[src/hdl/iir_df_pkg.sv]
// Shared types, constants and register codes for the direct-form-I IIR filter.
`default_nettype none

package iir_df_pkg;

    // Default values for the top-level parameters.
    localparam int FF_TAPS_DEF        = 4;
    localparam int FB_TAPS_DEF        = 3;
    localparam int SAMPLE_BITS_DEF    = 16;
    localparam int COEF_FRAC_BITS_DEF = 14;

    // Fixed storage sizes: four feedforward and three feedback coefficients.
    localparam int COEF_BITS    = 16;
    localparam int FF_MAX       = 4;
    localparam int FB_MAX       = 3;
    localparam int HIST_DEPTH   = 3;
    localparam int CFG_IDX_BITS = 3;

    typedef logic signed [COEF_BITS-1:0] t_coef;

    // The whole coefficient set; a[0] holds a1, a[2] holds a3.
    typedef struct packed {
        t_coef [FF_MAX-1:0] b;
        t_coef [FB_MAX-1:0] a;
    } t_coef_set;

    // Configuration register indexes.
    typedef enum logic [CFG_IDX_BITS-1:0] {
        REG_COEF_B0 = 3'd0,
        REG_COEF_B1 = 3'd1,
        REG_COEF_B2 = 3'd2,
        REG_COEF_B3 = 3'd3,
        REG_COEF_A1 = 3'd4,
        REG_COEF_A2 = 3'd5,
        REG_COEF_A3 = 3'd6
    } t_reg_idx;

    // Reset values: b0 = 0.5, b1 = 0.25, a1 = -0.75 in Q1.14.
    localparam t_coef COEF_B0_RST = 16'sd8192;
    localparam t_coef COEF_B1_RST = 16'sd4096;
    localparam t_coef COEF_B2_RST = 16'sd0;
    localparam t_coef COEF_B3_RST = 16'sd0;
    localparam t_coef COEF_A1_RST = -16'sd12288;
    localparam t_coef COEF_A2_RST = 16'sd0;
    localparam t_coef COEF_A3_RST = 16'sd0;

endpackage

`default_nettype wire

[src/hdl/iir_df_coef_regs.sv]
// Coefficient register bank written through the configuration port.
`default_nettype none

module iir_df_coef_regs (
    input  wire logic                                i_clk,
    input  wire logic                                i_rst_n,
    input  wire logic                                i_cfg_we,
    input  wire logic [iir_df_pkg::CFG_IDX_BITS-1:0] i_cfg_idx,
    input  wire logic [iir_df_pkg::COEF_BITS-1:0]    i_cfg_data,
    output      iir_df_pkg::t_coef_set               o_coef
);
    import iir_df_pkg::*;

    t_coef_set r_coef;

    // Register write decode; indexes beyond the list are ignored.
    always_ff @(posedge i_clk) begin
        if (!i_rst_n) begin
            r_coef.b[0] <= COEF_B0_RST;
            r_coef.b[1] <= COEF_B1_RST;
            r_coef.b[2] <= COEF_B2_RST;
            r_coef.b[3] <= COEF_B3_RST;
            r_coef.a[0] <= COEF_A1_RST;
            r_coef.a[1] <= COEF_A2_RST;
            r_coef.a[2] <= COEF_A3_RST;
        end else if (i_cfg_we) begin
            unique case (i_cfg_idx)
                REG_COEF_B0: r_coef.b[0] <= i_cfg_data;
                REG_COEF_B1: r_coef.b[1] <= i_cfg_data;
                REG_COEF_B2: r_coef.b[2] <= i_cfg_data;
                REG_COEF_B3: r_coef.b[3] <= i_cfg_data;
                REG_COEF_A1: r_coef.a[0] <= i_cfg_data;
                REG_COEF_A2: r_coef.a[1] <= i_cfg_data;
                REG_COEF_A3: r_coef.a[2] <= i_cfg_data;
                default: begin
                end
            endcase
        end
    end

    assign o_coef = r_coef;

endmodule

`default_nettype wire

[config.mk]
export PLATFORM = sky130hd
export DESIGN_NAME = iir_df_coef_regs
export DESIGN_NICKNAME = d
export VERILOG_FILES = /design/src/hdl/iir_df_pkg.sv /design/src/hdl/iir_df_coef_regs.sv
export SDC_FILE = /design/constraint.sdc
export NUM_CORES = 1
export LEC_CHECK = 0
export BUFFER_PORTS_ARGS = -buffer_cell sky130_fd_sc_hd__buf_2
export CORE_MARGIN = 2
export CORE_UTILIZATION = 25
export DETAILED_ROUTE_END_ITERATION = 6
export RECOVER_POWER = 100
export SKIP_CTS_REPAIR_TIMING = 1
export SLEW_MARGIN = 20
export SYNTH_ARGS = -nofsm -noshare
export SYNTH_HDL_FRONTEND = slang
export SYNTH_SLANG_ARGS = --single-unit
[constraint.sdc]
create_clock -name i_clk -period 1.37 [get_ports i_clk]
set_clock_uncertainty 0.05 [all_clocks]
set_input_delay 0.274 -clock i_clk [delete_from_list [all_inputs] [get_ports i_clk]]
set_output_delay 0.274 -clock i_clk [all_outputs]
set_load 0.005 [all_outputs]
# Word level (Yosys, flattened, before mapping)
# Index checks and enable logic that the tools add are counted.
[totals]
output_inout_bits = 112
register_bits = 112
[op_classes]
eq_ne = 6
n_reduce_logical = 8
[ops]
columns = ["cell", "count"]
rows = [
  ["$reduce_and 2->1", 7],
  ["$eq 3x3->1 const B", 3],
  ["$eq 3x2->1 const B", 2],
  ["$eq 3x1->1 const B", 1],
  ["$logic_not 3->1", 1],
]

# Longest topological paths before layout
[depth]
word_depth = 2
depth_mapped = 5
ltp_nobuf = 2

# Worst setup path after synthesis
# Ideal clock, no wire load.
[synth_path]
path_type = "input to register"
startpoint = "input port i_cfg_idx[0] (netlist name)"
endpoint = "register r_coef (netlist bit o_coef[48])"
n_path_buf = 2
arrival_ps = 1201
path_stages = 4
path_slack_ps = -6
setup_time_ps = 124
path_cell_list = "or4b_1 buf_6 buf_12 mux2i_1"
[synth_via]
elab_chain_cells = 2
[synth_rtl]
columns = ["item", "line_no", "text"]
rows = [
  ["start: declaration", "iir_df_coef_regs.sv:8", "input wire logic [iir_df_pkg::CFG_IDX_BITS-1:0] i_cfg_idx,"],
  ["$logic_not 3->1", "iir_df_coef_regs.sv:27", "unique case (i_cfg_idx)"],
  ["$reduce_and 2->1 (no source line)", "-", ""],
  ["end: declaration", "iir_df_coef_regs.sv:14", "t_coef_set r_coef;"],
]
# No other way between the ends.
# A chain may end at the register's enable or synchronous reset.

# Worst setup path in the final report
[layout_path]
startpoint = "input port i_cfg_idx[0] (netlist name)"
endpoint = "register r_coef (netlist bit o_coef[58])"
# The elaborated chain is that of the path after synthesis.

==> run summary <==
The number of core rows came out at 46. The flow ran to the end, and the final reports show no timing, DRC or antenna violations. Post-route core utilization: 0.333.

Across all hold checks on the routed design, the worst slack comes to 0.165 ns. The initial antenna violation count came out at 0. The logs give 2.66 nW for the leakage power and 3 for the depth of the CTS H-tree.

The area enclosed by the die boundary was 0.0175 sq mm; the post-synthesis compound-gate area fraction was 0. Yosys attributes the largest share of cell area to dfxtp_1, mux2i_1, nand2_1. For this design, the sink count on the clock tree is 112. Total power per unit cell area: 1210 mW/mm^2.

The path class of the tightest hold or removal check is in2reg. The post-placement worst setup slack is -0.158 ns, and the placer congestion estimate is 0.742. Counting cells, the worst reg-to-reg path comes to 2. The number of flops mapped to enable cells by yosys is 0. The layout overhead on the synthesized area is 29.4%.

The first global-routing pass estimated 18.1 mm of wire. TritonCTS built the clock tree. The tools report the largest net degree at the start of global routing as 34. Along the worst hold path, the cell count comes to 3. The area fraction of the dominant cell type after synthesis was 0.545. The total number of nets in the final design is 547, and the data required time at the worst endpoint is 1.54 ns.

The worst setup path is launched from an input pin. After synthesis, the most frequently instantiated cells are nand2_1, dfxtp_1, mux2i_1, clkbuf_1. The count of input and output buffers is 133, and the count of max-cap constraint violations is 0. The first detailed-routing pass took 4 iterations. Detailed routing inserted a total of 3186 vias. Clock tree synthesis selected as its root buffer the cell clkbuf_16.

After synthesis, the largest family of logic cells by area is multiplexers. Along the worst path, the maximum fanout reaches 16. Static timing analysis puts the maximum clock frequency at 0.844 GHz. The number of fillers in the final layout came out at 1732. The arithmetic-cell share of the synthesized area counting full adders, half adders and majority gates is 0. The total DRC errors in the routed layout came out at 0. The number of register bits inferred by synthesis is 112. The CTS clock-pin slew for the worst setup and hold paths is 0.07 ns. The kind of capture point of the worst setup path was a flop.

The logs give 0.633 mV for the highest ir drop seen on vdd and 1.35 ns for the arrival time at the worst endpoint. The xor/xnor share of the synthesized area is 0. The global-route congestion overflow total was 0. After layout, the worst setup slack is 0.186 ns. Die extent in x: 132 um. The HPWL after detailed placement is 8.58 mm. The region available for standard cell placement spans 0.0160 sq mm. The multiplexer share of the synthesized area is 0.272. The clock passes through at most 2 buffers. The async set-or-reset flop fraction in the synthesized netlist is 0, and the number of setup violations in the final report is 0.

The via count of the first global-routing pass is 3226, and the share of the clock period used by the worst path is 0.865. The run gives 0.257 as the initial standard-cell utilization of the core. The max-slew violation total from the final report was 0; the average routed wire per standard cell was 15.8 um. The die is 132 um tall. For this design the top-level I/O count stands at 134.

The total routing usage reported by global routing was 0.135. The number of instances in the synthesized netlist was 393; the average size of a mapped cell was 10.5 sq um. Setup repair after global routing left no endpoint under its margin. Yosys instantiated no cell more often than nand2_1. The total nets after synthesis was 415.

The clock reaches the later pin of the worst-skew pair after 0.34 ns. The register with the most flip-flops in the layout has 112 of them. The number of antenna diodes in the final layout is 0. Leading register cell type out of synthesis: dfxtp_1. The run gives 0.729 as the relative max-transition margin. The share of final-layout standard cells stronger than drive strength 1 was 0.183. The final layout contains routed wiring with a total length of 11.8 mm.

The biggest area contributor in the post-synthesis netlist is dfxtp_1. The count of nets left with antenna violations once routing finished came out at 0. At the pin with the least slew margin, the transition time is 0.407 ns. The vias per cell came out at 4.27. The mapped cell area came out at 0.00412 sq mm.

The run gives 0.545 as the part of the Yosys area used for sequential elements. The worst path in the final design needs a cycle of 1.18 ns, including I/O delays and setup. Critical path class: in2reg.

The first routing iteration left 86 violations. The tools report the final hold violation count as 0. Yosys printed 0 warnings. Total clock buffers created by CTS: 9.

The simple-gate portion of the synthesized area was 0.146; the count of unique library cells instantiated by Yosys was 13.
final cells by class:
class | count | area (sq um) | area share
Multi-Input combinational cell | 252 | 1730 | 0.324
Clock buffer | 10 | 229 | 0.0430
Timing Repair Buffer | 150 | 800 | 0.150
Clock inverter | 6 | 58.8 | 0.0110
Tap cell | 216 | 270 | 0.0507
Sequential cell | 112 | 2240 | 0.421
per-stage QoR:
stage / setup TNS, ns / total power [mW] / instances / area, sq um
final: 0 / 6.42 / 746 / 5330
after global routing: 0 / 6.68 / 746 / 5330
after CTS: 0 / 6.53 / 746 / 5420
after detailed placement: -2.89 / 3.91 / 730 / 5130
after global placement: -2.09 / 3.90 / 730 / 5130
after floorplan: 0 / 3.67 / 393 / 4120
worst max-delay path, stage by stage:
cell and delay, ns:
clkbuf_1 0.14, or4b_4 0.75, mux2i_1 0.18
logic make-up after synthesis:
kind of cell / after synthesis
AND/OR/NAND/NOR: 140
multiplexers: 112
flip-flops: 112
buffers and inverters: 29
power breakdown:
| part | internal, mW | switching [mW] | leakage [nW] |
|---|---|---|---|
| sequential | 3.33 | 0.0369 | 0.907 |
| combinational | 0.180 | 0.270 | 1.60 |
| clock | 1.41 | 1.19 | 0.146 |
| total | 4.92 | 1.50 | 2.66 |
per-layer routing:
metal	GRT usage	share of wire	vias up
met5	0	0	-
met4	0.0615	0.019	0
met3	0.0258	0.034	13
met2	0.218	0.48	74
met1	0.174	0.46	1541
li1	-	-	1558
worst paths after layout:
path,start,to,slack [ns]
min,i_cfg_data[13],o_coef[61],0.16
max,i_cfg_idx[0],o_coef[58],0.19
max reg2reg,o_coef[66],o_coef[66],0.69
min reg2reg,o_coef[107],o_coef[107],0.41
placed cells by master, fill, tap and decap left out, types with 2 or more instances in the layout:
cell,count
nand2_1,123
buf_1,2
nor2b_1,9
clkbuf_16,9
nand4b_1,3
and4bb_1,2
buf_2,66
dfxtp_1,112
buf_4,6
nand4bb_1,2
clkinv_2,4
clkbuf_1,68
buf_12,8
mux2i_1,112
No activity file was read; power rests on OpenSTA's default activity.
